==> src/rtl/core/elgs_pkg.sv <==
`timescale 1ns / 1ps

package elgs_pkg;

   // Default sizing of the car bank
   localparam int DEF_MAX_CARS   = 4;
   localparam int DEF_MAX_FLOORS = 16;

   // Field widths on the channels
   localparam int REQ_TYPE_W = 2;
   localparam int FLOOR_IN_W = 4;
   localparam int CAR_IN_W   = 2;
   localparam int STATE_W    = 2;
   localparam int STOPS_W    = 5;
   localparam int CODE_W     = 2;

   // Configuration port
   localparam int CSR_IDX_W  = 1;
   localparam int CSR_DATA_W = 5;
   localparam int CARS_REG_W = 3;
   localparam int FLRS_REG_W = 5;
   localparam logic [CSR_IDX_W-1:0] CSR_CARS_IN_USE   = 1'd0;
   localparam logic [CSR_IDX_W-1:0] CSR_FLOORS_IN_USE = 1'd1;
   localparam logic [CARS_REG_W-1:0] CARS_RESET  = 3'd4;
   localparam logic [FLRS_REG_W-1:0] FLOORS_RESET = 5'd16;

   // Request codes
   localparam logic [REQ_TYPE_W-1:0] REQ_HALL  = 2'd0;
   localparam logic [REQ_TYPE_W-1:0] REQ_CABIN = 2'd1;
   localparam logic [REQ_TYPE_W-1:0] REQ_TICK  = 2'd2;

   // Report kinds
   localparam logic RK_ACK  = 1'b0;
   localparam logic RK_TICK = 1'b1;

   // Depth of the command queue between front and back
   localparam int QUEUE_DEPTH = 2;

   typedef enum logic [STATE_W-1:0] {
      MOT_IDLE = 2'd0,
      MOT_UP   = 2'd1,
      MOT_DOWN = 2'd2
   } motion_type;

   typedef enum logic [CODE_W-1:0] {
      RC_QUEUED    = 2'd0,
      RC_DOOR      = 2'd1,
      RC_BAD_FLOOR = 2'd2,
      RC_BAD_CAR   = 2'd3
   } code_type;

   typedef enum logic [1:0] {
      OP_HALL         = 2'd0,
      OP_CABIN        = 2'd1,
      OP_CABIN_NOFLR  = 2'd2,
      OP_REJECT       = 2'd3
   } op_type;

   // Decoded command; tick is carried as its own flag
   typedef struct packed {
      logic                  tick;
      op_type                op;
      logic [FLOOR_IN_W-1:0] floor;
      logic [CAR_IN_W-1:0]   car;
      code_type              code;
   } cmd_type;

   typedef struct packed {
      logic full;
      logic empty;
   } q_stat_type;

endpackage

==> src/rtl/core/elgs_if.sv <==
`timescale 1ns / 1ps

interface elgs_req_if import elgs_pkg::*; ();
   logic                  valid;
   logic                  ready;
   logic [REQ_TYPE_W-1:0] req_type;
   logic [FLOOR_IN_W-1:0] floor;
   logic [CAR_IN_W-1:0]   car;

   modport source (output valid, req_type, floor, car, input ready);
   modport sink   (input valid, req_type, floor, car, output ready);
endinterface

interface elgs_rsp_if import elgs_pkg::*; ();
   logic                  valid;
   logic                  ready;
   logic                  report_kind;
   logic [CAR_IN_W-1:0]   car_index;
   logic [FLOOR_IN_W-1:0] car_floor;
   logic [STATE_W-1:0]    car_state;
   logic [STOPS_W-1:0]    stops_served;
   logic [CODE_W-1:0]     result_code;
   logic                  last;

   modport source (output valid, report_kind, car_index, car_floor, car_state,
                   stops_served, result_code, last, input ready);
   modport sink   (input valid, report_kind, car_index, car_floor, car_state,
                   stops_served, result_code, last, output ready);
endinterface

==> src/rtl/core/elgs_front.sv <==
`timescale 1ns / 1ps

module elgs_front import elgs_pkg::*; #(
   parameter int MAX_CARS   = DEF_MAX_CARS,
   parameter int MAX_FLOORS = DEF_MAX_FLOORS
) (
   elgs_req_if.sink                          req_chan,
   input  logic [$clog2(MAX_CARS+1)-1:0]     eff_cars,
   input  logic [$clog2(MAX_FLOORS+1)-1:0]   eff_floors,
   input  q_stat_type                        q_stat,
   output logic                              q_push,
   output cmd_type                           q_push_data
);

   logic known;
   logic floor_bad;
   logic car_bad;

   assign req_chan.ready = !q_stat.full;

   assign floor_bad = 32'(req_chan.floor) >= 32'(eff_floors);
   assign car_bad   = 32'(req_chan.car) >= 32'(eff_cars);

   // Classify the word and range-check it against the live counts
   always_comb begin
      known             = 1'b1;
      q_push_data.tick  = 1'b0;
      q_push_data.op    = OP_HALL;
      q_push_data.floor = req_chan.floor;
      q_push_data.car   = req_chan.car;
      q_push_data.code  = RC_QUEUED;
      unique case (req_chan.req_type)
         REQ_HALL: begin
            if (floor_bad) begin
               q_push_data.op   = OP_REJECT;
               q_push_data.car  = '0;
               q_push_data.code = RC_BAD_FLOOR;
            end
         end
         REQ_CABIN: begin
            if (car_bad) begin
               q_push_data.op   = OP_REJECT;
               q_push_data.code = RC_BAD_CAR;
            end else if (floor_bad) begin
               q_push_data.op = OP_CABIN_NOFLR;
            end else begin
               q_push_data.op = OP_CABIN;
            end
         end
         REQ_TICK: begin
            q_push_data.tick = 1'b1;
         end
         default: begin
            known = 1'b0;
         end
      endcase
   end

   // Drop unknown request types: consume them without a queue entry
   assign q_push = req_chan.valid && req_chan.ready && known;

endmodule

==> src/rtl/core/elgs_queue.sv <==
`timescale 1ns / 1ps

module elgs_queue import elgs_pkg::*; (
   input  logic       clock,
   input  logic       reset,
   input  logic       q_push,
   input  cmd_type    q_push_data,
   input  logic       q_pop,
   output cmd_type    q_head,
   output q_stat_type q_stat
);

   localparam int PTR_W = (QUEUE_DEPTH > 1) ? $clog2(QUEUE_DEPTH) : 1;
   localparam int CNT_W = $clog2(QUEUE_DEPTH + 1);

   cmd_type          mem_ff [QUEUE_DEPTH];
   logic [PTR_W-1:0] wr_ptr_ff, wr_ptr_in;
   logic [PTR_W-1:0] rd_ptr_ff, rd_ptr_in;
   logic [CNT_W-1:0] count_ff,  count_in;
   logic             do_push, do_pop;

   assign q_stat.full  = (count_ff == CNT_W'(QUEUE_DEPTH));
   assign q_stat.empty = (count_ff == '0);
   assign q_head       = mem_ff[rd_ptr_ff];

   assign do_push = q_push && !q_stat.full;
   assign do_pop  = q_pop && !q_stat.empty;

   always_comb begin
      wr_ptr_in = wr_ptr_ff;
      rd_ptr_in = rd_ptr_ff;
      count_in  = count_ff;
      if (do_push) begin
         wr_ptr_in = (32'(wr_ptr_ff) == QUEUE_DEPTH - 1) ? '0 : wr_ptr_ff + 1'b1;
      end
      if (do_pop) begin
         rd_ptr_in = (32'(rd_ptr_ff) == QUEUE_DEPTH - 1) ? '0 : rd_ptr_ff + 1'b1;
      end
      if (do_push && !do_pop) begin
         count_in = count_ff + 1'b1;
      end else if (do_pop && !do_push) begin
         count_in = count_ff - 1'b1;
      end
   end

   always_ff @(posedge clock) begin
      if (reset) begin
         wr_ptr_ff <= '0;
         rd_ptr_ff <= '0;
         count_ff  <= '0;
      end else begin
         wr_ptr_ff <= wr_ptr_in;
         rd_ptr_ff <= rd_ptr_in;
         count_ff  <= count_in;
      end
   end

   always_ff @(posedge clock) begin
      if (do_push) begin
         mem_ff[wr_ptr_ff] <= q_push_data;
      end
   end

endmodule

==> src/rtl/core/elgs_back.sv <==
`timescale 1ns / 1ps

module elgs_back import elgs_pkg::*; #(
   parameter int MAX_CARS   = DEF_MAX_CARS,
   parameter int MAX_FLOORS = DEF_MAX_FLOORS
) (
   input  logic                            clock,
   input  logic                            reset,
   input  logic [$clog2(MAX_CARS+1)-1:0]   eff_cars,
   input  q_stat_type                      q_stat,
   input  cmd_type                         q_head,
   output logic                            q_pop,
   elgs_rsp_if.source                      rsp_chan
);

   localparam int CAR_W    = (MAX_CARS > 1) ? $clog2(MAX_CARS) : 1;
   localparam int FLOOR_W  = $clog2(MAX_FLOORS);
   localparam int CNT_FL_W = $clog2(MAX_FLOORS + 1);

   typedef enum logic [3:0] {
      ST_IDLE = 4'b0001,
      ST_SCAN = 4'b0010,
      ST_EXEC = 4'b0100,
      ST_TICK = 4'b1000
   } state_type;

   function automatic logic [CNT_FL_W-1:0] count_ones(input logic [MAX_FLOORS-1:0] v);
      logic [CNT_FL_W-1:0] n;
      n = '0;
      for (int i = 0; i < MAX_FLOORS; i++) begin
         n = n + CNT_FL_W'(v[i]);
      end
      return n;
   endfunction

   function automatic logic [FLOOR_W-1:0] top_bit(input logic [MAX_FLOORS-1:0] v);
      logic [FLOOR_W-1:0] k;
      k = '0;
      for (int i = 0; i < MAX_FLOORS; i++) begin
         if (v[i]) k = FLOOR_W'(i);
      end
      return k;
   endfunction

   function automatic logic [FLOOR_W-1:0] low_bit(input logic [MAX_FLOORS-1:0] v);
      logic [FLOOR_W-1:0] k;
      k = '0;
      for (int i = MAX_FLOORS - 1; i >= 0; i--) begin
         if (v[i]) k = FLOOR_W'(i);
      end
      return k;
   endfunction

   // Sequencer
   state_type state_ff, state_in;
   cmd_type   cmd_ff,   cmd_in;
   logic [CAR_W-1:0]   idx_ff,   idx_in;
   logic [CAR_W-1:0]   best_ff,  best_in;
   logic [FLOOR_W-1:0] bestd_ff, bestd_in;

   // Car bank
   logic [FLOOR_W-1:0]    floor_ff [MAX_CARS];
   logic [FLOOR_W-1:0]    floor_in [MAX_CARS];
   motion_type            motion_ff [MAX_CARS];
   motion_type            motion_in [MAX_CARS];
   logic [MAX_FLOORS-1:0] above_ff [MAX_CARS];
   logic [MAX_FLOORS-1:0] above_in [MAX_CARS];
   logic [MAX_FLOORS-1:0] below_ff [MAX_CARS];
   logic [MAX_FLOORS-1:0] below_in [MAX_CARS];

   // Output register
   logic                  out_valid_ff, out_valid_in;
   logic                  out_kind_ff,  out_kind_in;
   logic [CAR_IN_W-1:0]   out_car_ff,   out_car_in;
   logic [FLOOR_IN_W-1:0] out_floor_ff, out_floor_in;
   logic [STATE_W-1:0]    out_state_ff, out_state_in;
   logic [STOPS_W-1:0]    out_stops_ff, out_stops_in;
   logic [CODE_W-1:0]     out_code_ff,  out_code_in;
   logic                  out_last_ff,  out_last_in;

   // Selected car, read at one index
   logic [FLOOR_W-1:0]    cur_floor;
   motion_type            cur_motion;
   logic [MAX_FLOORS-1:0] cur_above, cur_below;
   logic [FLOOR_W-1:0]    f;
   logic [FLOOR_W-1:0]    car_gap;
   logic                  take;
   logic [CAR_W-1:0]      scan_best;
   logic                  last_car;
   logic                  out_free;

   // Call filing
   logic [MAX_FLOORS-1:0] sub_above, sub_below;
   motion_type            sub_motion;
   code_type              sub_code;

   // Sweep
   logic [FLOOR_W-1:0]    sw_floor;
   motion_type            sw_motion;
   logic [MAX_FLOORS-1:0] sw_above, sw_below;
   logic [CNT_FL_W-1:0]   sw_stops;
   logic [FLOOR_W-1:0]    hi_bit, lo_bit;

   assign cur_floor  = floor_ff[idx_ff];
   assign cur_motion = motion_ff[idx_ff];
   assign cur_above  = above_ff[idx_ff];
   assign cur_below  = below_ff[idx_ff];
   assign f          = FLOOR_W'(cmd_ff.floor);

   assign car_gap   = (cur_floor > f) ? cur_floor - f : f - cur_floor;
   assign take      = (idx_ff == '0) || (car_gap < bestd_ff);
   assign scan_best = take ? idx_ff : best_ff;
   assign last_car  = 32'(idx_ff) == 32'(eff_cars) - 32'd1;
   assign out_free  = !out_valid_ff || rsp_chan.ready;

   always_comb begin
      sub_above  = cur_above;
      sub_below  = cur_below;
      sub_motion = cur_motion;
      sub_code   = RC_QUEUED;
      if (f > cur_floor) begin
         sub_above = cur_above | (MAX_FLOORS'(1) << f);
         if (cur_motion == MOT_IDLE) sub_motion = MOT_UP;
      end else if (f < cur_floor) begin
         sub_below = cur_below | (MAX_FLOORS'(1) << f);
         if (cur_motion == MOT_IDLE) sub_motion = MOT_DOWN;
      end else begin
         sub_code = RC_DOOR;
      end
   end

   assign hi_bit = top_bit(cur_above);
   assign lo_bit = low_bit(cur_below);

   // LOOK sweep: run out every pending floor in the current direction
   always_comb begin
      sw_floor  = cur_floor;
      sw_motion = MOT_IDLE;
      sw_above  = cur_above;
      sw_below  = cur_below;
      sw_stops  = '0;
      case (cur_motion)
         MOT_UP: begin
            sw_stops  = count_ones(cur_above);
            if ((|cur_above) && (hi_bit > cur_floor)) sw_floor = hi_bit;
            sw_above  = '0;
            sw_motion = (|cur_below) ? MOT_DOWN : MOT_IDLE;
         end
         MOT_DOWN: begin
            sw_stops  = count_ones(cur_below);
            if ((|cur_below) && (lo_bit < cur_floor)) sw_floor = lo_bit;
            sw_below  = '0;
            sw_motion = (|cur_above) ? MOT_UP : MOT_IDLE;
         end
         default: begin
            sw_motion = MOT_IDLE;
         end
      endcase
   end

   always_comb begin
      state_in = state_ff;
      cmd_in   = cmd_ff;
      idx_in   = idx_ff;
      best_in  = best_ff;
      bestd_in = bestd_ff;
      q_pop    = 1'b0;
      for (int c = 0; c < MAX_CARS; c++) begin
         floor_in[c]  = floor_ff[c];
         motion_in[c] = motion_ff[c];
         above_in[c]  = above_ff[c];
         below_in[c]  = below_ff[c];
      end
      out_valid_in = out_valid_ff && !rsp_chan.ready;
      out_kind_in  = out_kind_ff;
      out_car_in   = out_car_ff;
      out_floor_in = out_floor_ff;
      out_state_in = out_state_ff;
      out_stops_in = out_stops_ff;
      out_code_in  = out_code_ff;
      out_last_in  = out_last_ff;

      unique case (state_ff)
         ST_IDLE: begin
            if (!q_stat.empty) begin
               q_pop  = 1'b1;
               cmd_in = q_head;
               idx_in = '0;
               if (q_head.tick) begin
                  state_in = ST_TICK;
               end else begin
                  unique case (q_head.op) inside
                     OP_HALL: begin
                        state_in = ST_SCAN;
                     end
                     OP_CABIN, OP_CABIN_NOFLR: begin
                        idx_in   = CAR_W'(q_head.car);
                        state_in = ST_EXEC;
                     end
                     default: begin
                        state_in = ST_EXEC;
                     end
                  endcase
               end
            end
         end
         ST_SCAN: begin
            // Nearest car, one per cycle; strict compare keeps the lower index
            best_in  = scan_best;
            bestd_in = take ? car_gap : bestd_ff;
            if (last_car) begin
               idx_in   = scan_best;
               state_in = ST_EXEC;
            end else begin
               idx_in = idx_ff + 1'b1;
            end
         end
         ST_EXEC: begin
            if (out_free) begin
               out_valid_in = 1'b1;
               out_kind_in  = RK_ACK;
               out_stops_in = '0;
               out_last_in  = 1'b1;
               state_in     = ST_IDLE;
               unique case (cmd_ff.op) inside
                  OP_REJECT: begin
                     out_car_in   = cmd_ff.car;
                     out_floor_in = '0;
                     out_state_in = MOT_IDLE;
                     out_code_in  = cmd_ff.code;
                  end
                  OP_CABIN_NOFLR: begin
                     out_car_in   = CAR_IN_W'(idx_ff);
                     out_floor_in = FLOOR_IN_W'(cur_floor);
                     out_state_in = cur_motion;
                     out_code_in  = RC_BAD_FLOOR;
                  end
                  default: begin
                     above_in[idx_ff]  = sub_above;
                     below_in[idx_ff]  = sub_below;
                     motion_in[idx_ff] = sub_motion;
                     out_car_in   = CAR_IN_W'(idx_ff);
                     out_floor_in = FLOOR_IN_W'(cur_floor);
                     out_state_in = sub_motion;
                     out_code_in  = sub_code;
                  end
               endcase
            end
         end
         ST_TICK: begin
            if (out_free) begin
               floor_in[idx_ff]  = sw_floor;
               motion_in[idx_ff] = sw_motion;
               above_in[idx_ff]  = sw_above;
               below_in[idx_ff]  = sw_below;
               out_valid_in = 1'b1;
               out_kind_in  = RK_TICK;
               out_car_in   = CAR_IN_W'(idx_ff);
               out_floor_in = FLOOR_IN_W'(sw_floor);
               out_state_in = sw_motion;
               out_stops_in = STOPS_W'(sw_stops);
               out_code_in  = RC_QUEUED;
               out_last_in  = last_car;
               if (last_car) begin
                  state_in = ST_IDLE;
               end else begin
                  idx_in = idx_ff + 1'b1;
               end
            end
         end
         default: begin
            state_in = ST_IDLE;
         end
      endcase
   end

   always_ff @(posedge clock) begin
      if (reset) begin
         state_ff     <= ST_IDLE;
         out_valid_ff <= 1'b0;
         for (int c = 0; c < MAX_CARS; c++) begin
            floor_ff[c]  <= '0;
            motion_ff[c] <= MOT_IDLE;
            above_ff[c]  <= '0;
            below_ff[c]  <= '0;
         end
      end else begin
         state_ff     <= state_in;
         out_valid_ff <= out_valid_in;
         for (int c = 0; c < MAX_CARS; c++) begin
            floor_ff[c]  <= floor_in[c];
            motion_ff[c] <= motion_in[c];
            above_ff[c]  <= above_in[c];
            below_ff[c]  <= below_in[c];
         end
      end
   end

   always_ff @(posedge clock) begin
      cmd_ff       <= cmd_in;
      idx_ff       <= idx_in;
      best_ff      <= best_in;
      bestd_ff     <= bestd_in;
      out_kind_ff  <= out_kind_in;
      out_car_ff   <= out_car_in;
      out_floor_ff <= out_floor_in;
      out_state_ff <= out_state_in;
      out_stops_ff <= out_stops_in;
      out_code_ff  <= out_code_in;
      out_last_ff  <= out_last_in;
   end

   assign rsp_chan.valid        = out_valid_ff;
   assign rsp_chan.report_kind  = out_kind_ff;
   assign rsp_chan.car_index    = out_car_ff;
   assign rsp_chan.car_floor    = out_floor_ff;
   assign rsp_chan.car_state    = out_state_ff;
   assign rsp_chan.stops_served = out_stops_ff;
   assign rsp_chan.result_code  = out_code_ff;
   assign rsp_chan.last         = out_last_ff;

endmodule

==> src/rtl/core/elevator_group_look_scheduler_top.sv <==
`timescale 1ns / 1ps

// Channel   Dir  Handshake     Word
// req_chan  in   valid/ready   req_type, floor, car
// rsp_chan  out  valid/ready   report_kind, car_index, car_floor, car_state,
//                              stops_served, result_code, last
// csr_*     in   csr_we        csr_index, csr_wdata (write only)
//
// Cabin and rejected calls go from queue head through ST_EXEC to the result word;
// hall calls pass ST_SCAN first, ticks use ST_TICK. The back end visits one car
// per cycle (ticks wait out rsp_chan stalls) via a single read port on the bank.
// The front end classifies a word in the cycle it is accepted and parks it in
// a two-entry queue, so req_chan keeps taking words while the back end works.
// A result word waits in the output register; a stall on rsp_chan holds the
// back end only. Reset is synchronous: all cars at floor 0, idle, no calls.

module elevator_group_look_scheduler_top import elgs_pkg::*; #(
   parameter int MAX_CARS   = DEF_MAX_CARS,
   parameter int MAX_FLOORS = DEF_MAX_FLOORS
) (
   input  logic                  clock,
   input  logic                  reset,
   input  logic                  csr_we,
   input  logic [CSR_IDX_W-1:0]  csr_index,
   input  logic [CSR_DATA_W-1:0] csr_wdata,
   elgs_req_if.sink              req_chan,
   elgs_rsp_if.source            rsp_chan
);

   localparam int CAR_CNT_W = $clog2(MAX_CARS + 1);
   localparam int FL_CNT_W  = $clog2(MAX_FLOORS + 1);

   logic [CARS_REG_W-1:0] cars_ff;
   logic [FLRS_REG_W-1:0] floors_ff;
   logic [CAR_CNT_W-1:0]  eff_cars;
   logic [FL_CNT_W-1:0]   eff_floors;

   q_stat_type q_stat;
   logic       q_push;
   logic       q_pop;
   cmd_type    q_push_data;
   cmd_type    q_head;

   // Configuration registers: user writes only while block is quiet; not enforced
   always_ff @(posedge clock) begin
      if (reset) begin
         cars_ff   <= CARS_RESET;
         floors_ff <= FLOORS_RESET;
      end else if (csr_we) begin
         unique case (csr_index)
            CSR_CARS_IN_USE:   cars_ff   <= csr_wdata[CARS_REG_W-1:0];
            CSR_FLOORS_IN_USE: floors_ff <= csr_wdata[FLRS_REG_W-1:0];
            default: ;
         endcase
      end
   end

   // Clamp the counts: zero acts as one, anything past the bank acts as full size
   always_comb begin
      if (cars_ff == '0) begin
         eff_cars = CAR_CNT_W'(1);
      end else if (32'(cars_ff) > MAX_CARS) begin
         eff_cars = CAR_CNT_W'(MAX_CARS);
      end else begin
         eff_cars = CAR_CNT_W'(cars_ff);
      end
      if (floors_ff == '0) begin
         eff_floors = FL_CNT_W'(1);
      end else if (32'(floors_ff) > MAX_FLOORS) begin
         eff_floors = FL_CNT_W'(MAX_FLOORS);
      end else begin
         eff_floors = FL_CNT_W'(floors_ff);
      end
   end

   elgs_front #(
      .MAX_CARS   (MAX_CARS),
      .MAX_FLOORS (MAX_FLOORS)
   ) u_front (
      .req_chan    (req_chan),
      .eff_cars    (eff_cars),
      .eff_floors  (eff_floors),
      .q_stat      (q_stat),
      .q_push      (q_push),
      .q_push_data (q_push_data)
   );

   elgs_queue u_queue (
      .clock       (clock),
      .reset       (reset),
      .q_push      (q_push),
      .q_push_data (q_push_data),
      .q_pop       (q_pop),
      .q_head      (q_head),
      .q_stat      (q_stat)
   );

   elgs_back #(
      .MAX_CARS   (MAX_CARS),
      .MAX_FLOORS (MAX_FLOORS)
   ) u_back (
      .clock    (clock),
      .reset    (reset),
      .eff_cars (eff_cars),
      .q_stat   (q_stat),
      .q_head   (q_head),
      .q_pop    (q_pop),
      .rsp_chan (rsp_chan)
   );

   // Queue can never be full and empty together
   a_queue_flags: assert property (@(posedge clock) disable iff (reset)
      !(q_stat.full && q_stat.empty))
      else $error("command queue reports full and empty");

   // Tick reports always carry the queued code
   a_tick_code: assert property (@(posedge clock) disable iff (reset)
      (rsp_chan.valid && rsp_chan.report_kind == RK_TICK) |->
      (rsp_chan.result_code == RC_QUEUED))
      else $error("tick report with nonzero result code");

   // Acks never report served stops
   a_ack_stops: assert property (@(posedge clock) disable iff (reset)
      (rsp_chan.valid && rsp_chan.report_kind == RK_ACK) |->
      (rsp_chan.stops_served == '0))
      else $error("ack with nonzero stop count");

   // Tick reports name only cars in use
   a_tick_car: assert property (@(posedge clock) disable iff (reset)
      (rsp_chan.valid && rsp_chan.report_kind == RK_TICK) |->
      (32'(rsp_chan.car_index) < 32'(eff_cars)))
      else $error("tick report for a car not in use");

endmodule

==> src/flat_wrapper.sv <==
// flat-port wrapper written by rule: the top's interface ports become plain ports
module elevator_group_look_scheduler_top_flat import elgs_pkg::*;
#(
   parameter int MAX_CARS   = DEF_MAX_CARS,
   parameter int MAX_FLOORS = DEF_MAX_FLOORS
)
  (clock, reset, csr_we, csr_index, csr_wdata, req_chan_valid, req_chan_req_type, req_chan_floor, req_chan_car, req_chan_ready, rsp_chan_valid, rsp_chan_report_kind, rsp_chan_car_index, rsp_chan_car_floor, rsp_chan_car_state, rsp_chan_stops_served, rsp_chan_result_code, rsp_chan_last, rsp_chan_ready);
  elgs_req_if req_chan_i ();
  elgs_rsp_if rsp_chan_i ();
  input  logic clock;
  input  logic reset;
  input  logic csr_we;
  input  logic [CSR_IDX_W-1:0] csr_index;
  input  logic [CSR_DATA_W-1:0] csr_wdata;
  input wire logic [$bits(req_chan_i.valid)-1:0] req_chan_valid;
  input wire logic [$bits(req_chan_i.req_type)-1:0] req_chan_req_type;
  input wire logic [$bits(req_chan_i.floor)-1:0] req_chan_floor;
  input wire logic [$bits(req_chan_i.car)-1:0] req_chan_car;
  output wire logic [$bits(req_chan_i.ready)-1:0] req_chan_ready;
  output wire logic [$bits(rsp_chan_i.valid)-1:0] rsp_chan_valid;
  output wire logic [$bits(rsp_chan_i.report_kind)-1:0] rsp_chan_report_kind;
  output wire logic [$bits(rsp_chan_i.car_index)-1:0] rsp_chan_car_index;
  output wire logic [$bits(rsp_chan_i.car_floor)-1:0] rsp_chan_car_floor;
  output wire logic [$bits(rsp_chan_i.car_state)-1:0] rsp_chan_car_state;
  output wire logic [$bits(rsp_chan_i.stops_served)-1:0] rsp_chan_stops_served;
  output wire logic [$bits(rsp_chan_i.result_code)-1:0] rsp_chan_result_code;
  output wire logic [$bits(rsp_chan_i.last)-1:0] rsp_chan_last;
  input wire logic [$bits(rsp_chan_i.ready)-1:0] rsp_chan_ready;
  assign req_chan_i.valid = req_chan_valid;
  assign req_chan_i.req_type = req_chan_req_type;
  assign req_chan_i.floor = req_chan_floor;
  assign req_chan_i.car = req_chan_car;
  assign req_chan_ready = req_chan_i.ready;
  assign rsp_chan_valid = rsp_chan_i.valid;
  assign rsp_chan_report_kind = rsp_chan_i.report_kind;
  assign rsp_chan_car_index = rsp_chan_i.car_index;
  assign rsp_chan_car_floor = rsp_chan_i.car_floor;
  assign rsp_chan_car_state = rsp_chan_i.car_state;
  assign rsp_chan_stops_served = rsp_chan_i.stops_served;
  assign rsp_chan_result_code = rsp_chan_i.result_code;
  assign rsp_chan_last = rsp_chan_i.last;
  assign rsp_chan_i.ready = rsp_chan_ready;
  elevator_group_look_scheduler_top #(.MAX_CARS(MAX_CARS), .MAX_FLOORS(MAX_FLOORS)) u_core (.clock(clock), .reset(reset), .csr_we(csr_we), .csr_index(csr_index), .csr_wdata(csr_wdata), .req_chan(req_chan_i), .rsp_chan(rsp_chan_i));
endmodule
==> config.mk <==
export PLATFORM = sky130hd
export DESIGN_NAME = elevator_group_look_scheduler_top_flat
export DESIGN_NICKNAME = d
export VERILOG_FILES = /design/src/rtl/core/elgs_pkg.sv /design/src/rtl/core/elgs_if.sv /design/src/rtl/core/elgs_front.sv /design/src/rtl/core/elgs_queue.sv /design/src/rtl/core/elgs_back.sv /design/src/rtl/core/elevator_group_look_scheduler_top.sv /design/src/flat_wrapper.sv
export SDC_FILE = /design/constraint.sdc
export NUM_CORES = 1
export LEC_CHECK = 0
export BUFFER_PORTS_ARGS = -buffer_cell sky130_fd_sc_hd__buf_2
export CAP_MARGIN = 20
export CORE_UTILIZATION = 25
export DETAILED_ROUTE_END_ITERATION = 12
export PLACE_DENSITY = 0.41
export SYNTH_ARGS = -nofsm -noshare
export SYNTH_HDL_FRONTEND = slang
export SYNTH_HIERARCHICAL = 1
export SYNTH_SLANG_ARGS = --single-unit
export TNS_END_PERCENT = 30
==> constraint.sdc <==
create_clock -name clock -period 6.7 [get_ports clock]
set_input_delay 0 -clock clock [delete_from_list [all_inputs] [get_ports clock]]
set_output_delay 0 -clock clock [all_outputs]
set_load 0.03 [all_outputs]
==> results of run 1 <==
## metrics by stage
stage / hold slack, ns / power, W / instances / util [%]
detailed placement: 0.238 / 0.00370 / 1786 / 26.8
CTS: 0.182 / 0.00522 / 1862 / 29.2
floorplan: 0.0691 / 0.00315 / 1203 / -
finish: 0.219 / 0.00517 / 1866 / 29.3
global route: 0.213 / 0.00549 / 1866 / 29.3
global placement: 0.232 / 0.00371 / 1786 / 26.8
## cells in the final DEF, fill, tap and decap left out, types with 14 or more instances in the layout
| cell | count |
|---|---|
| sky130_fd_sc_hd__mux2i_1 | 14 |
| sky130_fd_sc_hd__edfxtp_1 | 57 |
| sky130_fd_sc_hd__nand2b_1 | 15 |
| sky130_fd_sc_hd__a22oi_1 | 35 |
| sky130_fd_sc_hd__dlygate4sd3_1 | 25 |
| sky130_fd_sc_hd__a21oi_1 | 38 |
| sky130_fd_sc_hd__buf_2 | 36 |
| sky130_fd_sc_hd__mux4_2 | 29 |
| sky130_fd_sc_hd__fa_1 | 22 |
| sky130_fd_sc_hd__ha_1 | 46 |
| sky130_fd_sc_hd__nor2_1 | 215 |
| sky130_fd_sc_hd__mux2_2 | 20 |
| sky130_fd_sc_hd__a211oi_1 | 138 |
| sky130_fd_sc_hd__inv_1 | 83 |
| sky130_fd_sc_hd__nand2_1 | 38 |
| sky130_fd_sc_hd__buf_4 | 14 |
| sky130_fd_sc_hd__o21ai_0 | 14 |
| sky130_fd_sc_hd__dfxtp_1 | 170 |
| sky130_fd_sc_hd__clkbuf_16 | 29 |
## critical path: stages (launching register included)
cell and delay (ns):
sky130_fd_sc_hd__dfxtp_2 0.68, sky130_fd_sc_hd__buf_12 0.32, sky130_fd_sc_hd__mux4_1 0.70, sky130_fd_sc_hd__inv_1 0.15, sky130_fd_sc_hd__fa_1 0.40, sky130_fd_sc_hd__inv_1 0.09, sky130_fd_sc_hd__fa_1 0.44, sky130_fd_sc_hd__fa_1 0.54
sky130_fd_sc_hd__inv_1 0.05, sky130_fd_sc_hd__fa_1 0.52, sky130_fd_sc_hd__inv_1 0.04, sky130_fd_sc_hd__ha_1 0.21, sky130_fd_sc_hd__fa_1 0.40, sky130_fd_sc_hd__xor2_1 0.16, sky130_fd_sc_hd__a22oi_1 0.18, sky130_fd_sc_hd__nor2_1 0.05
## final timing paths
| path | from | endpoint | slack, ns | depth (start not counted) |
|---|---|---|---|---|
| setup reg to reg | flip-flop | u_core/u_back/rsp_chan.stops_served[2] | 1.49 | 15 |
| hold / removal | req_chan_floor[2] | u_core/u_queue/mem_ff[1][6] | 0.22 | 2 |
| setup / recovery | flip-flop | u_core/u_back/rsp_chan.stops_served[2] | 1.49 | 15 |
| hold reg to reg | u_core/u_back/floor_ff[0][1] | u_core/u_back/floor_ff[0][1] | 0.46 | 2 |
## where the power goes
| part | switching, W | internal (W) | leakage (nW) |
|---|---|---|---|
| registers | 0.000149 | 0.00163 | 1.92 |
| clock network | 0.000615 | 0.000858 | 0.435 |
| logic | 0.00118 | 0.000739 | 2.55 |
| total | 0.00195 | 0.00322 | 4.90 |
## registers in the layout, summed over array words and instances (netlist names), 2 cells and up, named ones only
register / flops
u_core/u_back/above_ff: 64
u_core/u_back/below_ff: 64
u_core/u_queue/mem_ff: 22
u_core/u_back/floor_ff: 16
u_core/u_back/motion_ff: 8
u_core/u_back/cmd_ff: 6
u_core/floors_ff: 5
u_core/u_back/rsp_chan.stops_served: 5
u_core/u_back/bestd_ff: 4
u_core/u_back/f: 4
u_core/u_back/rsp_chan.car_floor: 4
u_core/u_back/state_ff: 4
u_core/cars_ff: 3
u_core/u_back/best_ff: 2
u_core/u_back/idx_ff: 2
u_core/u_back/rsp_chan.car_index: 2
u_core/u_back/rsp_chan.car_state: 2
u_core/u_back/rsp_chan.result_code: 2
u_core/u_queue/count_ff: 2
## layer usage
metal	GRT usage, %	vias to the layer above
met3	1.88	50
met2	22.0	134
met4	4.30	2
li1	-	4431
met1	19.3	4320
met5	0	-
## area by class of cell
class,instances,share of cell area [%]
multi-input combinational,810,44.6
timing repair buffer,78,4.26
sequential,229,36.9
clock inverter,17,0.896
clock buffer,34,5.55
inverter,83,2.23
tap,615,5.51
## what timing repair did
item,CTS,global route
hold buffers,25,0
setup endpoints to repair,0,0
resized for setup,0,0
endpoints found under the hold margin,37,0
setup buffers,0,0
## logic make-up after synthesis
kind of cell / synth area share, %
AO/OA/AOI/OAI: 18.9
XOR/XNOR: 0.872
adder cells (fa/ha/maj): 8.43
buffers and inverters: 5.66
flip-flops: 42.8
multiplexers: 9.76
AND/OR/NAND/NOR: 13.7
==> summary.md, run 1 <==
| Metric | Value |
|---|---|
| Run status | `complete, no violations` |
| Measured slew at the worst slew-check pin | `1.17 ns` |
| Post-Route Skew | `0.0184 ns` |
| Req. time, crit path | `7.01 ns` |
| Portion of the post-synthesis area used by sequential elements | `42.8%` |
| 1st-pass router iterations | `4` |
| Clk slew on worst S/H paths | `0.06 ns` |
| Synth Warn # | `6` |
| Area taken by flip-flops and latches | `0.00516 mm²` |
| Hold violation total from the final report | `0` |
| Critical Path Source Type | `flip-flop` |
| Portion of the clock cycle consumed by the worst path in the final layout | `77.7%` |
| Number of nets produced by synthesis | `1290` |
| Net count of the finished layout | `1317` |
| Crit Path Max Fanout | `27` |
| CTS Sinks | `229` |
| Wire length on met3 | `1.23 mm` |
| CTS Buffer Depth | `3` |
| Total non-filler cell area in the finished layout | `0.0140 mm²` |
| Antenna violations before repair | `1` |
| Post-synth cell types | `84` |
| Final Routed Wirelength | `33.6 mm` |
| Min Clock Period, post-route | `5.21 ns` |
| Cell area reported after detailed placement | `0.0128 mm²` |
| Count of buffers from port buffering | `37` |
| Root cell of the clock tree | `sky130_fd_sc_hd__clkbuf_16` |
| IR drop worst, VDD | `0.203 mV` |
| Count of flip-flops with a built-in enable after synthesis | `57` |
| Final GP Congestion | `0.841` |
| Area of the core | `0.0476 mm²` |
| Top layer reached by signal wires | `met5` |
| Worst setup EP type | `flip-flop` |
| P_leak | `4.90 nW` |
| Maximum clock frequency | `0.192 GHz` |
| Multi-input gate area | `0.00623 mm²` |
| Overall die height | `222 µm` |
| Met2 wirelength from detailed routing | `15.4 mm` |
| DRC marker count from the first detailed-route iteration | `538` |
| Antenna diode count | `0` |
| Via total after detailed routing | `8937` |
| Vias per Instance | `4.79` |
| Post-DP HPWL | `22.9 mm` |
| Leading area contributor after synthesis | `sky130_fd_sc_hd__dfxtp_1` |
| Number of antenna-violating nets in the routed design | `0` |
| Clock tree from TritonCTS | `built` |
| Least setup slack across all paths after layout | `1.49 ns` |
| P&R area growth vs syn | `15.8%` |
| GRT overflow | `0` |
| Initial core utilization | `25.3%` |
| Pin count of the biggest net entering global routing | `103` |
| Top-level I/O count | `38` |
| Fillers | `5003` |
| DRT met1 WL | `16.2 mm` |
| Dominant cells by area after synthesis | `sky130_fd_sc_hd__dfxtp_1, sky130_fd_sc_hd__edfxtp_1, sky130_fd_sc_hd__a211oi_1` |
| Horizontal die dimension | `222 µm` |
| CTS Buf Count | `28` |
| Cell types with the highest counts after synthesis | `sky130_fd_sc_hd__nor2_1, sky130_fd_sc_hd__dfxtp_1, sky130_fd_sc_hd__a211oi_1` |
| Setup repair after global routing missed its margin | `false` |
| Ratio of cells with drive above 1 in the final layout | `14.8%` |
| Post-synthesis async set-or-reset flop share | `0%` |
| Cell count after synthesis | `1203` |
| Global-route wire length before repair | `53.5 mm` |
| Insertion delay to the later sink of the worst-skew pair | `0.56 ns` |
| Final number of max-transition violations | `0` |
| Worst setup timing slack at the placement stage | `1.44 ns` |
| Number of remaining DRC errors | `0` |
| Arrival time worst endpoint | `5.51 ns` |
| Power density relative to cell area | `370 mW/mm²` |
| Critical path start-end classification | `flip-flop to flip-flop` |
| Cell row count | `80` |
| TNS Setup | `0 ns` |
| Worst relative slew slack | `22.0%` |
| Synth Area per Inst | `10.0 µm²` |
| Netlist area before placement | `0.0121 mm²` |
| Vias in the first global route | `9006` |
| Worst min-delay path class | `input pin to flip-flop` |
| Number of maximum-capacitance constraint violations | `0` |
| CTS H-tree depth | `1` |
| Most numerous cell in the Yosys netlist | `sky130_fd_sc_hd__nor2_1` |
| Routed length per placed instance | `18.0 µm` |
| Share of Yosys cell area claimed by the top area cell type | `28.6%` |
| Top flip-flop cell by instance count after synthesis | `sky130_fd_sc_hd__dfxtp_1` |
| Final setup violating endpoints | `0` |
| Flop and latch count out of synthesis | `229` |
| DIE AREA | `0.0491 mm²` |
| GRT Total Usage | `13.8%` |
No activity file was read; power rests on OpenSTA's default activity.
==> run 2, diff against run 1 <==
==> constraint.sdc (replaced) <==
create_clock -name clock -period 4.9 [get_ports clock]
set_input_delay 0 -clock clock [delete_from_list [all_inputs] [get_ports clock]]
set_output_delay 0 -clock clock [all_outputs]
set_load 0.03 [all_outputs]
==> summary.md, run 2 (synthesis gave the netlist of run 1 again) <==
| Metric | Value |
|---|---|
| Critical Path Source Type | `flip-flop` |
| Hold violation total from the final report | `0` |
| Worst relative slew slack | `29.1%` |
| Cell area reported after detailed placement | `0.0131 mm²` |
| Worst-path cell chain | `mux2_2, o21ai_0, ha_1, inv_1, fa_1, a21oi_1, nor2b_1, o21a_2, mux2i_1, a221o_1, a21oi_1, xnor2_1, ha_1, a21oi_1, buf_4, or2_2, mux2_2, a221o_1, mux2_2` |
| Multi-input gate area | `0.00623 mm²` |
| Global-route wire length before repair | `54.0 mm` |
| Min Clock Period, post-route | `4.66 ns` |
| Initial core utilization | `25.3%` |
| Most common cell after layout, fill and taps aside | `sky130_fd_sc_hd__nor2_1` |
| Post-Route Skew | `0.0133 ns` |
| Pin count of the biggest net entering global routing | `78` |
| Total non-filler cell area in the finished layout | `0.0143 mm²` |
| Clock tree from TritonCTS | `built` |
| Run status | `complete, no violations` |
| Final GP Congestion | `0.851` |
| Length in cells of the worst reg-to-reg path | `19` |
| GRT Total Usage | `14.0%` |
| P&R area growth vs syn | `18.9%` |
| GRT overflow | `0` |
| Top-level I/O count | `38` |
| Insertion delay to the later sink of the worst-skew pair | `0.55 ns` |
| Crit Path Max Fanout | `6` |
| Worst setup EP type | `flip-flop` |
| Cell row count | `80` |
| Critical path start-end classification | `flip-flop to flip-flop` |
| Post-DP HPWL | `24.3 mm` |
| P_leak | `5.14 nW` |
| Req. time, crit path | `5.33 ns` |
| Root cell of the clock tree | `sky130_fd_sc_hd__clkbuf_16` |
| Fillers | `5000` |
| Final Routed Wirelength | `34.3 mm` |
| TNS Setup | `0 ns` |
| Antenna diode count | `0` |
| Setup repair after global routing missed its margin | `true` |
| Arrival time worst endpoint | `5.09 ns` |
| Measured slew at the worst slew-check pin | `1.06 ns` |
| DIE AREA | `0.0491 mm²` |
| Area taken by flip-flops and latches | `0.00516 mm²` |
| IR drop worst, VDD | `0.281 mV` |
| Clk slew on worst S/H paths | `0.06 ns` |
| Antenna violations before repair | `1` |
| CTS Sinks | `229` |
| Registers with the highest flip-flop counts | `u_core/u_back/above_ff (64), u_core/u_back/below_ff (64), u_core/u_queue/mem_ff (22)` |
| Power density relative to cell area | `514 mW/mm²` |
| Maximum clock frequency | `0.215 GHz` |
| CP max stage delay | `0.42 ns` |
| 1st-pass router iterations | `5` |
| Area of the core | `0.0476 mm²` |
| Number of antenna-violating nets in the routed design | `0` |
| Vias in the first global route | `9104` |
| CTS H-tree depth | `1` |
| Via total after detailed routing | `9087` |
| Routed length per placed instance | `18.0 µm` |
| Portion of the clock cycle consumed by the worst path in the final layout | `95.0%` |
| DRC marker count from the first detailed-route iteration | `464` |
| Number of maximum-capacitance constraint violations | `0` |
| Count of buffers from port buffering | `37` |
| Overall die height | `222 µm` |
| CTS Buf Count | `28` |
| Critical path's slowest cell | `sky130_fd_sc_hd__fa_1` |
| CTS Buffer Depth | `3` |
| Commonest cells after routing, fill and taps aside | `sky130_fd_sc_hd__nor2_1, sky130_fd_sc_hd__dfxtp_1, sky130_fd_sc_hd__a211oi_1` |
| Final setup violating endpoints | `0` |
| Final number of max-transition violations | `0` |
| Post-layout power | `0.00737 W` |
| Vias per Instance | `4.77` |
| Worst min-delay path class | `input pin to flip-flop` |
| Ratio of cells with drive above 1 in the final layout | `17.2%` |
| Horizontal die dimension | `222 µm` |
| Hold Path Stages | `3` |
| Number of remaining DRC errors | `0` |
| Net count of the finished layout | `1358` |
## run 2: changes by cell type in the layout (fill, tap and decap cells not counted), sizes merged
cell	previous run	this run
buf	53	95
dlygate4sd3	25	24
bufinv	1	3
clkbuf	34	40
clkinvlp	6	2
clkinv	10	6
## run 2: final timing paths
kind | from | to | slack (ns)
max | flip-flop | flip-flop | 0.24
max reg2reg | flip-flop | flip-flop | 0.24
min reg2reg | u_core/u_back/floor_ff[3][1] | u_core/u_back/floor_ff[3][1] | 0.46
min | rsp_chan_ready | u_core/u_back/rsp_chan.valid | 0.06
## run 2: what timing repair did
action | in CTS | in global routing
hold buffers | 24 | 0
hold endpoints to repair | 33 | 0
resized for setup | 1 | 1
setup endpoints to repair | 6 | 5
buffers inserted | 0 | 4
## run 2: layout make-up
cell class | instances | area share, %
repair buffers | 119 | 6.31
inverters | 83 | 2.17
clock buffers | 40 | 5.71
flip-flops and latches | 229 | 36.0
multi-input cells | 810 | 43.5
well taps | 615 | 5.37
clock inverters | 11 | 0.961
## run 2: stage by stage
stage	utilization, %	std cells	setup WS [ns]	hold WS (ns)
6_report	30.1	1907	0.244	0.0595
5_1_grt	30.1	1907	-0.0456	0.0980
4_1_cts	30.0	1902	0.0677	0.0428
3_5_place_dp	27.4	1827	-0.163	0.225
3_3_place_gp	27.4	1827	-0.108	0.217
2_1_floorplan	-	1203	-0.125	0.0691
## run 2: where the power goes
group	switching, W	internal [W]	total (W)
Clock	0.000820	0.00131	0.00213
Sequential	0.000180	0.00223	0.00240
Combinational	0.00169	0.00114	0.00283
## run 2: metal layers
metal	GRT usage [%]	wire [µm]	up-vias
met1	19.4	16600	4379
met5	0	17	-
met3	1.87	1200	56
met2	22.6	15800	132
li1	-	-	4518
met4	4.19	726	2
## run 2: worst max-delay path: cells and delay by family (launching register included)
kind,cells,cell delay [ns]
xor gates and xnor gates,1,0.10
buffers and inverters,2,0.20
adders and majority gates,3,0.92
AOI/OAI and AO/OA,7,1.48
muxes,4,1.06
and+or+nand+nor,2,0.36
DFF,1,0.41
